$ cat src/hdl/vte_pkg.sv
// ----------------------------------------------------------------------------
// vte_pkg
// Shared types, constants and helper functions of the varint TLV encoder.
// ----------------------------------------------------------------------------
package vte_pkg;

  typedef enum logic [1:0] {
    REQ_INT = 2'd0,
    REQ_F32 = 2'd1,
    REQ_F64 = 2'd2,
    REQ_HDR = 2'd3
  } req_type_t;

  localparam logic [7:0]  MAGIC0   = 8'hAB;
  localparam logic [7:0]  MAGIC1   = 8'hCF;
  localparam logic [7:0]  LEN_F32  = 8'd4;
  localparam logic [7:0]  LEN_F64  = 8'd8;
  localparam logic [15:0] CRC_POLY = 16'h8380;  // 0x1070 << 3
  localparam int          VLEN_W   = 4;          // holds 1..10
  localparam int          QDEPTH   = 2;

  // One classified request waiting for serialization.
  typedef struct packed {
    req_type_t         req;
    logic [7:0]        tag;
    logic [63:0]       data;   // value, or frame length zero-extended
    logic [VLEN_W-1:0] nlen;   // varint byte count of data
  } vte_entry_t;

  // Fold one id byte into the 16-bit CRC accumulator (8 steps).
  function automatic logic [15:0] crc_byte(input logic [15:0] acc_in,
                                           input logic [7:0]  b);
    logic [15:0] acc;
    acc = acc_in ^ {b, 8'h00};
    for (int k = 0; k < 8; k++) begin
      if (acc[15]) begin
        acc = acc ^ CRC_POLY;
      end
      acc = {acc[14:0], 1'b0};
    end
    return acc;
  endfunction

  // Number of 7-bit groups needed to hold v (at least one).
  function automatic logic [VLEN_W-1:0] varint_len(input logic [63:0] v);
    logic [VLEN_W-1:0] len;
    len = VLEN_W'(1);
    for (int k = 1; k < 10; k++) begin
      if ((v >> (7 * k)) != 64'd0) begin
        len = VLEN_W'(k + 1);
      end
    end
    return len;
  endfunction

endpackage

$ cat src/hdl/vte_front.sv
// ----------------------------------------------------------------------------
// vte_front
// Accepts a request, hashes the field id one byte per cycle, queues the result.
// ----------------------------------------------------------------------------
module vte_front (
  input  logic                clk,
  input  logic                rst_n,
  input  logic                start,
  output logic                busy,
  input  logic [1:0]          in_req_type,
  input  logic [31:0]         in_field_id,
  input  logic [63:0]         in_value,
  input  logic [31:0]         in_frame_length,
  input  logic                q_full,
  output logic                q_push,
  output vte_pkg::vte_entry_t q_entry
);
  import vte_pkg::*;

  logic              occ_r;
  logic [1:0]        cnt_r;
  logic [15:0]       acc_r;
  logic [31:0]       id_r;
  req_type_t         req_r;
  logic [63:0]       data_r;
  logic [VLEN_W-1:0] nlen_r;
  logic [7:0]        id_byte;
  logic [15:0]       acc_nxt;
  logic [63:0]       data_in;

  assign busy = occ_r;

  assign data_in = (req_type_t'(in_req_type) == REQ_HDR) ? {32'd0, in_frame_length}
                                                         : in_value;

  always_comb begin
    unique case (cnt_r)
      2'd0:    id_byte = id_r[31:24];
      2'd1:    id_byte = id_r[23:16];
      2'd2:    id_byte = id_r[15:8];
      default: id_byte = id_r[7:0];
    endcase
  end

  assign acc_nxt = crc_byte(acc_r, id_byte);

  // last id byte is folded on the fly while the entry is pushed
  assign q_push        = occ_r && (cnt_r == 2'd3) && !q_full;
  assign q_entry.req   = req_r;
  assign q_entry.tag   = acc_nxt[15:8];
  assign q_entry.data  = data_r;
  assign q_entry.nlen  = nlen_r;

  always_ff @(posedge clk) begin
    if (!rst_n) begin
      occ_r <= 1'b0;
      cnt_r <= 2'd0;
    end else if (!occ_r) begin
      if (start) begin
        occ_r  <= 1'b1;
        cnt_r  <= 2'd0;
        acc_r  <= 16'd0;
        id_r   <= in_field_id;
        req_r  <= req_type_t'(in_req_type);
        data_r <= data_in;
        nlen_r <= varint_len(data_in);
      end
    end else if (cnt_r != 2'd3) begin
      acc_r <= acc_nxt;
      cnt_r <= cnt_r + 2'd1;
    end else if (q_push) begin
      occ_r <= 1'b0;
    end
  end

endmodule

$ cat src/hdl/vte_fifo.sv
// ----------------------------------------------------------------------------
// vte_fifo
// Short queue of classified requests between front and back.
// ----------------------------------------------------------------------------
module vte_fifo (
  input  logic                clk,
  input  logic                rst_n,
  input  logic                push,
  input  vte_pkg::vte_entry_t wr_entry,
  output logic                full,
  input  logic                pop,
  output vte_pkg::vte_entry_t rd_entry,
  output logic                empty
);
  import vte_pkg::*;

  localparam int PTR_W = (QDEPTH > 1) ? $clog2(QDEPTH) : 1;
  localparam int CNT_W = $clog2(QDEPTH + 1);

  vte_entry_t       mem_r [QDEPTH];
  logic [PTR_W-1:0] wr_ptr_r;
  logic [PTR_W-1:0] rd_ptr_r;
  logic [CNT_W-1:0] count_r;

  assign full     = (count_r == CNT_W'(QDEPTH));
  assign empty    = (count_r == '0);
  assign rd_entry = mem_r[rd_ptr_r];

  always_ff @(posedge clk) begin
    if (push) begin
      mem_r[wr_ptr_r] <= wr_entry;
    end
  end

  always_ff @(posedge clk) begin
    if (!rst_n) begin
      wr_ptr_r <= '0;
      rd_ptr_r <= '0;
      count_r  <= '0;
    end else begin
      if (push) begin
        wr_ptr_r <= (wr_ptr_r == PTR_W'(QDEPTH - 1)) ? '0 : wr_ptr_r + PTR_W'(1);
      end
      if (pop) begin
        rd_ptr_r <= (rd_ptr_r == PTR_W'(QDEPTH - 1)) ? '0 : rd_ptr_r + PTR_W'(1);
      end
      if (push && !pop) begin
        count_r <= count_r + CNT_W'(1);
      end else if (pop && !push) begin
        count_r <= count_r - CNT_W'(1);
      end
    end
  end

endmodule

$ cat src/hdl/vte_back.sv
// ----------------------------------------------------------------------------
// vte_back
// Byte sequencer: turns one queued request into its serialized byte stream.
// ----------------------------------------------------------------------------
module vte_back (
  input  logic                clk,
  input  logic                rst_n,
  input  logic                q_empty,
  input  vte_pkg::vte_entry_t q_entry,
  output logic                q_pop,
  output logic                out_strobe,
  output logic [7:0]          out_byte,
  output logic                out_last_byte
);
  import vte_pkg::*;

  typedef enum logic [2:0] {
    S_IDLE, S_MAG0, S_MAG1, S_TAG0, S_TAG1, S_LEN, S_VAR, S_RAW
  } state_t;

  state_t            state_r;
  req_type_t         req_r;
  logic [7:0]        tag_r;
  logic [63:0]       sh_r;
  logic [VLEN_W-1:0] nlen_r;
  logic [VLEN_W-1:0] cnt_r;
  logic              strobe_r;
  logic [7:0]        byte_r;
  logic              last_r;

  logic [7:0]        byte_c;
  logic              last_c;
  logic              emit_c;

  always_comb begin
    byte_c = 8'd0;
    last_c = 1'b0;
    emit_c = (state_r != S_IDLE);
    unique case (state_r)
      S_IDLE: ;
      S_MAG0: byte_c = MAGIC0;
      S_MAG1: byte_c = MAGIC1;
      S_TAG0: byte_c = tag_r[7] ? {1'b1, tag_r[6:0]} : tag_r;
      S_TAG1: byte_c = {7'd0, tag_r[7]};
      S_LEN: begin
        unique case (req_r)
          REQ_INT: byte_c = {{(8 - VLEN_W){1'b0}}, nlen_r};
          REQ_F32: byte_c = LEN_F32;
          default: byte_c = LEN_F64;
        endcase
      end
      S_VAR: begin
        last_c = (cnt_r == VLEN_W'(1));
        byte_c = {!last_c, sh_r[6:0]};
      end
      S_RAW: begin
        last_c = (cnt_r == VLEN_W'(1));
        byte_c = sh_r[63:56];
      end
      default: ;
    endcase
  end

  // next entry loads in the cycle the current run emits its last byte
  assign q_pop = !q_empty && ((state_r == S_IDLE) || last_c);

  assign out_strobe    = strobe_r;
  assign out_byte      = byte_r;
  assign out_last_byte = last_r;

  always_ff @(posedge clk) begin
    if (!rst_n) begin
      state_r  <= S_IDLE;
      strobe_r <= 1'b0;
      last_r   <= 1'b0;
    end else begin
      strobe_r <= emit_c;
      byte_r   <= byte_c;
      last_r   <= last_c;
      if (q_pop) begin
        req_r   <= q_entry.req;
        tag_r   <= q_entry.tag;
        sh_r    <= q_entry.data;
        nlen_r  <= q_entry.nlen;
        cnt_r   <= q_entry.nlen;
        state_r <= (q_entry.req == REQ_HDR) ? S_MAG0 : S_TAG0;
      end else begin
        unique case (state_r)
          S_IDLE: ;
          S_MAG0: state_r <= S_MAG1;
          S_MAG1: state_r <= S_VAR;
          S_TAG0: state_r <= tag_r[7] ? S_TAG1 : S_LEN;
          S_TAG1: state_r <= S_LEN;
          S_LEN: begin
            unique case (req_r)
              REQ_INT: begin
                cnt_r   <= nlen_r;
                state_r <= S_VAR;
              end
              REQ_F32: begin
                sh_r    <= {sh_r[31:0], 32'd0};
                cnt_r   <= VLEN_W'(4);
                state_r <= S_RAW;
              end
              default: begin
                cnt_r   <= VLEN_W'(8);
                state_r <= S_RAW;
              end
            endcase
          end
          S_VAR: begin
            sh_r  <= {7'd0, sh_r[63:7]};
            cnt_r <= cnt_r - VLEN_W'(1);
            if (last_c) begin
              state_r <= S_IDLE;
            end
          end
          S_RAW: begin
            sh_r  <= {sh_r[55:0], 8'd0};
            cnt_r <= cnt_r - VLEN_W'(1);
            if (last_c) begin
              state_r <= S_IDLE;
            end
          end
          default: state_r <= S_IDLE;
        endcase
      end
    end
  end

endmodule

$ cat src/hdl/varint_tlv_field_encoder.sv
// ----------------------------------------------------------------------------
// varint_tlv_field_encoder
// Serializes fields to TLV bytes with LEB128 varints; headers to magic+length.
// ----------------------------------------------------------------------------
// Usage:
//   Request channel: drive in_* and raise start; the transaction is taken at
//   an edge where start is high and busy is low. busy is high while the
//   front stage still hashes the previous field id or waits for room in the
//   two-entry queue.
//   Result channel: one byte per cycle on out_byte, qualified by out_strobe;
//   out_last_byte flags the final byte of each request. The receiver cannot
//   stall, so the bytes of each request leave at one per cycle.
//   The first byte of a request passes CRC folding, the queue, the sequencer
//   and the output register.
//   Each request yields 3 to 13 bytes. The front stage takes the next request
//   only after it has hashed the field id and handed the entry to the queue;
//   long runs are paced by the byte sequencer at one byte a cycle, and the
//   next queued request follows its predecessor's last byte with no gap.
//   Reset (rst_n low, synchronous) empties the front stage, the queue and
//   the sequencer; no bytes are strobed until a new request arrives.
// ----------------------------------------------------------------------------
module varint_tlv_field_encoder (
  input  logic        clk,
  input  logic        rst_n,
  // request channel
  input  logic        start,
  output logic        busy,
  input  logic [1:0]  in_req_type,
  input  logic [31:0] in_field_id,
  input  logic [63:0] in_value,
  input  logic [31:0] in_frame_length,
  // result channel
  output logic        out_strobe,
  output logic [7:0]  out_byte,
  output logic        out_last_byte
);
  import vte_pkg::*;

  logic       q_push;
  logic       q_pop;
  logic       q_full;
  logic       q_empty;
  vte_entry_t q_wr_entry;
  vte_entry_t q_rd_entry;

  // Front: capture, varint length of the payload, CRC tag of the field id.
  vte_front u_front (
    .clk             (clk),
    .rst_n           (rst_n),
    .start           (start),
    .busy            (busy),
    .in_req_type     (in_req_type),
    .in_field_id     (in_field_id),
    .in_value        (in_value),
    .in_frame_length (in_frame_length),
    .q_full          (q_full),
    .q_push          (q_push),
    .q_entry         (q_wr_entry)
  );

  // Queue decouples hashing from byte emission.
  vte_fifo u_fifo (
    .clk      (clk),
    .rst_n    (rst_n),
    .push     (q_push),
    .wr_entry (q_wr_entry),
    .full     (q_full),
    .pop      (q_pop),
    .rd_entry (q_rd_entry),
    .empty    (q_empty)
  );

  // Back: emits tag, length and payload (or magic and length) bytes.
  vte_back u_back (
    .clk           (clk),
    .rst_n         (rst_n),
    .q_empty       (q_empty),
    .q_entry       (q_rd_entry),
    .q_pop         (q_pop),
    .out_strobe    (out_strobe),
    .out_byte      (out_byte),
    .out_last_byte (out_last_byte)
  );

endmodule
$ cat config.mk
export PLATFORM = sky130hd
export DESIGN_NAME = varint_tlv_field_encoder
export DESIGN_NICKNAME = d
export VERILOG_FILES = /design/src/hdl/vte_pkg.sv /design/src/hdl/vte_front.sv /design/src/hdl/vte_fifo.sv /design/src/hdl/vte_back.sv /design/src/hdl/varint_tlv_field_encoder.sv
export SDC_FILE = /design/constraint.sdc
export NUM_CORES = 1
export LEC_CHECK = 0
export BUFFER_PORTS_ARGS = -buffer_cell sky130_fd_sc_hd__buf_2
export CAP_MARGIN = 20
export CORE_UTILIZATION = 30
export DETAILED_ROUTE_END_ITERATION = 7
export PLACE_DENSITY = 0.52
export SYNTH_ARGS = -nofsm -noshare
export SYNTH_HDL_FRONTEND = slang
export SYNTH_SLANG_ARGS = --single-unit
$ cat constraint.sdc
create_clock -name clk -period 13.8 [get_ports clk]
set_input_delay 1.38 -clock clk [delete_from_list [all_inputs] [get_ports clk]]
set_output_delay 1.38 -clock clk [all_outputs]
set_load 0.05 [all_outputs]
# Word level (Yosys, flattened, before mapping)
# Memories as Yosys holds them, arrays and structs flattened. A register that Yosys moved wholly into a read port is not among the register bits.
# Index checks and enable logic that the tools add are counted.
op_classes:
  bitwise_logic: 10
  addsub: 6
  eq_ne: 19
  reduce_logical: 38
  n_mux: 52
op_table:
  columns: ["operator", "count"]
  rows:
  - ["nonzero test 64 bit", 8]
  - ["two-way mux 64 bit", 3]
  - ["case mux 64 bit (3 select lines)", 1]
  - ["two-way mux 10 bit", 8]
  - ["case mux 8 bit (7 select lines)", 1]
  - ["two-way mux 16 bit", 3]
  - ["inverter 3 bit", 8]
  - ["case mux 4 bit (2 select lines)", 3]
  - ["case mux 8 bit (3 select lines)", 1]
  - ["two-way mux 2 bit", 10]
  - ["two-way mux 3 bit", 6]
  - ["case mux 3 bit (6 select lines)", 1]
  - ["XOR 16 bit", 1]
  - ["two-way mux 1 bit", 13]
  - ["== test 3 bit (second input constant)", 4]
  - ["== test 2 bit (second input constant)", 5]
  - ["AND reduction 3 bit", 3]
  - ["two-way mux 8 bit", 1]
  - ["AND reduction 2 bit", 4]
  - ["nonzero test 7 bit", 1]
  - ["== test 3 x 2 -> 1 bit (second input constant)", 2]
  - ["zero test 2 bit", 3]
  - ["nonzero test 3 bit", 2]
  - ["logical AND 1 bit", 5]
  - ["19 further kinds", 28]
word_totals:
  mem_count: 1
  ff_bits: 220
  out_inout_bits: 11
  word_cells: 146
  ramBits: 156
memory_table:
  columns: ["name", "depth", "width", "read_ports", "rd_ports_with_merged_regs", "write_ports", "line_no", "rtl"]
  rows:
  - ["u_fifo.mem_r", 2, 78, 1, 1, 1, "vte_fifo.sv:20", "vte_entry_t mem_r [QDEPTH];"]

# Logic depth before layout (Yosys ltp)
logic_depth:
  word_depth: 21
  depth_mapped: 13

# Modules after synthesis
# A second synthesis with hierarchy kept.
unflattened:
  hier_cells: 1082
  hier_area_um2: 16434.5
by_module_without_submodules:
  columns: ["module", "cells_each", "seq_area_each_um2", "area_each_um2", "instances"]
  rows:
  - ["vte_fifo", 265, 4784.6, 5924.4, 1]
  - ["vte_back", 428, 2802.7, 5582.9, 1]
  - ["vte_front", 389, 3363.2, 4927.2, 1]

# Worst setup path after synthesis
# Ideal clock, no wire load.
synth_path:
  path_type: "register to register"
  startpoint: "register u_front.occ_r, in the netlist u_front.busy"
  endpoint: "memory u_fifo.mem_r[0][0] (netlist name), enable pin"
  required_ns: 13.275
  stages_incl_launch_ff: 4
  t_arrival_ns: 4.557
  slack_ns: 8.718
  path_buffers: 0
  path_cell_list: "dfxtp_1 > nand2_1 > a21oi_1 > nor2b_1"
synth_via:
  elab_chain_cells: 4
synth_rtl:
  columns: ["element", "line_no", "rtl"]
  rows:
  - ["start: declaration", "vte_front.sv:20", "logic occ_r;"]
  - ["start signal: assignment", "vte_front.sv:56", "occ_r <= 1'b0;"]
  - ["start signal: assignment", "vte_front.sv:60", "occ_r <= 1'b1;"]
  - ["start signal: assignment", "vte_front.sv:72", "occ_r <= 1'b0;"]
  - ["logical AND 1 bit (2 in series)", "vte_front.sv:48", "assign q_push = occ_r && (cnt_r == 2'd3) && !q_full;"]
  - ["via q_push", "varint_tlv_field_encoder.sv:39", "logic q_push;"]
  - ["two-way mux 1 bit", "vte_fifo.sv:30", "if (push) begin"]
  - ["two-way mux 1 bit (not written as such)", "vte_fifo.sv:31", "mem_r[wr_ptr_r] <= wr_entry;"]
  - ["end: declaration", "vte_fifo.sv:20", null]
# The timed path passes the listed nets, and every way through them passes these cells.

# Worst setup path after layout
layout_path:
  startpoint: "register u_back.state_r[2]"
  endpoint: "register u_back.sh_r[61], enable pin"
layout_via:
  elab_chain_cells: 7
  word_cells_on_any_way: 11
layout_rtl:
  columns: ["element", "line_no", "rtl"]
  rows:
  - ["start: declaration", "vte_back.sv:21", "state_t state_r;"]
  - ["start signal: assignment", "vte_back.sv:86", "state_r <= (q_entry.req == REQ_HDR) ? S_MAG0 : S_TAG0;"]
  - ["start signal: assignment", "vte_back.sv:92", "S_TAG0: state_r <= tag_r[7] ? S_TAG1 : S_LEN;"]
  - ["== test 3 bit", "vte_back.sv:39, vte_back.sv:88", null]
  - ["OR reduction 2 bit (no line)", null, null]
  - ["two-way mux 1 bit", null, null]
  - ["logical OR 1 bit", "vte_back.sv:65", "assign q_pop = !q_empty && ((state_r == S_IDLE) || last_c);"]
  - ["logical AND 1 bit", "vte_back.sv:65", null]
  - ["inequality test 3 x 2 -> 1 bit (no line) or nonzero test 4 bit (tied branches)", null, null]
  - ["AND reduction 3 bit (no line) *", null, null]
  - ["end signal: assignment", "vte_back.sv:83", "sh_r <= q_entry.data;"]
  - ["end signal: assignment", "vte_back.sv:101", "sh_r <= {sh_r[31:0], 32'd0};"]
  - ["end signal: assignment", "vte_back.sv:112", "sh_r <= {7'd0, sh_r[63:7]};"]
  - ["end: declaration", "vte_back.sv:24", "logic [63:0] sh_r;"]
# Every way passes the cells marked *; elsewhere a longest branch is shown, timed or not.
# A chain may end at the register's enable or synchronous reset.

==> flow_summary.toml <==
[run_status]
status = "completed"

[grt]
grt_pass1_wl_um = 54200
grt_max_degree = 77
grt_pass1_vias = 8894
antenna_found_initial = 0
gr-total-overflow = 0
grt_use_total_pct = 13.7

[die]
die_x_um = 230
core_region_area_um2 = 51300
ios = 144
die_y_um = 230
rows = 83
die-area_um2 = 52800
start_util_pct = 30.3

[clock_network]
cts_buffers = 39
clk_latency_ns = 0.56
clock-sinks = 369
cts_max_level = 2
post-cts-setup-buffer-count = 0
clock_path_buffers = 3
hold_buffers = 0
tritoncts = "built"
clkTransAtPathRegs_ns = 0.07
cts_root_buf = "clkbuf_16"
post_cts_resized = 0

[logic_synthesis]
syn_inst = 1086
syn-mean-instance-area_um2 = 14.3
synth_edf_count = 356
synth_commonest_cells = "edfxtp_1 (356), nand2_1 (115), mux2i_1 (104)"
yosysMostFrequentCell = "edfxtp_1"
synthFlopType = "edfxtp_1"
ys_types = 48
yosysWarnings = 0
syn_area_um2 = 15600
yosysSeqAreaShare_pct = 70.3
ys_ff_latch = 369
synth.top_cells.by_area = "edfxtp_1 (69%), mux2i_1 (6.7%), mux2_2 (3.0%), nand2_1 (2.8%), and2_1 (2.0%)"
async_reset_ff_share_pct = 0
synth.largest_area_cell = "edfxtp_1"
synth_nets = 1227
yosysTopAreaCellShare_pct = 68.7

[place]
port_buffers = 143
place_ws_ns = 9.20
dp_hpwl_um = 25000
place.gp.congestion = 0.853

[pwr]
total_power_uw = 3090
p_int_uw = 2240
peakVddDrop_uv = 73.2
p_seq_share_pct = 47.6
p_switching_uw = 852
clock_power_share_pct = 35.0
power_density_nw_per_um2 = 169
swShare_pct = 27.5
combPwrFrac_pct = 17.4
leakage_uw = 0.00622

[worst_setup_path]
critical_path_class = "flop to flop"
cp_max_fo = 74
start_kind = "flop"
arrival_ns = 4.80
required_ns = 13.98
setup.worst_path.end_class = "flop"

[final_layout]
final_core_util_pct = 35.7
nets = 1360
syn2layout_area_growth_pct = 17.6
layout-drive-gt1-share_pct = 22.1
antenna_cells = 0

[detailed_routing]
first_pass_iters = 5
viasPerCell = 4.70
first_iter_violations = 722
drc_errors = 0
final_antenna_net_count = 0
num_vias = 9057
wl_per_cell_um = 19.0
totalWireLength_um = 36600

[timing]
fin_skew_ns = 0.0255
worst_slew_pin_slew_ns = 1.00
fin_crit_ns = 4.63
rsz0062_at_grt = "false"
fin_ws_ns = 9.17
min_period_over_period_pct = 33.5
clock.fmax_mhz = 216
setup_viol = 0
finalSetupTns_ns = 0
relSlewSlack_pct = 33.2
hold_viol_final = 0
finalMaxSlewViolations = 0

[worst_hold_path]
hp-class = "flop to flop"

[job]
max_cap_violations = 0
## worst paths after layout
check	slack [ns]	endpoint	startpoint	cells after the start
max reg2reg	9.17	u_back.sh_r[61]	u_back.state_r[2]	9
max	9.17	u_back.sh_r[61]	u_back.state_r[2]	9
min reg2reg	0.44	u_fifo.mem_r[1][23]	u_front.data_r[19]	0
min	0.44	u_fifo.mem_r[1][23]	u_front.data_r[19]	0
## flip-flops by register name, indices dropped and copies added, names as in the netlist, 8 cells and up, named ones only
| name | count |
|---|---|
| u_back.out_byte | 8 |
| u_back.sh_r | 64 |
| u_back.tag_r | 8 |
| u_fifo.mem_r | 156 |
| u_front.acc_r | 8 |
| u_front.data_r | 64 |
| u_front.id_r | 32 |
## power groups by stage
stage | combinational (µW) | clock [µW] | sequential, µW
after floorplan | 396 | 0 | 1460
after global placement | 537 | 0 | 1500
after detailed placement | 541 | 0 | 1500
after CTS | 543 | 1110 | 1470
after global routing | 593 | 1150 | 1480
final | 538 | 1080 | 1470
## logic make-up after synthesis
logic type | count (synthesis) | synth area share (%)
simple gates | 288 | 8.76
mux | 145 | 9.65
fa+ha+maj | 8 | 0.643
compound gates | 167 | 6.68
flops | 369 | 70.3
buf+inv | 83 | 2.21
xor+xnor | 26 | 1.70
## final cells by class
| cell class | instances | area (µm²) |
|---|---|---|
| Tap cell | 680 | 851 |
| Multi-Input combinational cell | 634 | 4300 |
| Fill cell | 4988 | 33000 |
| Clock inverter | 25 | 299 |
| Clock buffer | 45 | 1020 |
| Sequential cell | 369 | 11000 |
| Timing Repair Buffer | 156 | 813 |
| Inverter | 19 | 71.3 |
## metrics by stage
step | area (µm²) | instances | hold WS [ns]
finish | 18300 | 1928 | 0.439
global route | 18300 | 1928 | 0.447
global placement | 17000 | 1858 | 0.422
detailed placement | 17000 | 1858 | 0.430
CTS | 18300 | 1928 | 0.442
floorplan | 15600 | 1086 | 0.421
## placed cells by master, fill, tap and decap left out, drive strengths merged, types with 20 or more instances in the layout
master	netlist	routed
nand3	36	36
mux2i	104	104
inv	19	20
clkbuf	48	45
mux2	41	41
and2	51	51
o21ai	49	49
a211oi	36	36
nor2	40	40
nand2	115	115
a21oi	49	49
buf	16	156
edfxtp	356	356
## layer usage
metal	share of wire, %	GRT usage, %	wire length, µm	vias up
li1	-	-	-	4345
met1	47	18.9	17200	4446
met2	46	22.0	17000	222
met3	4.2	2.17	1540	44
met4	2.2	4.78	819	0
met5	0	0	0	-
## critical path: stages (launching register included)
cell and delay (ns):
dfxtp_1 0.77, nand2_2 0.08, buf_4 0.34, nor2_1 0.22
o22a_2 0.15, buf_4 0.56, clkinv_1 0.14, buf_4 0.36
a21boi_0 0.67, and2_4 0.86
(Power assumes the default switching activity.)
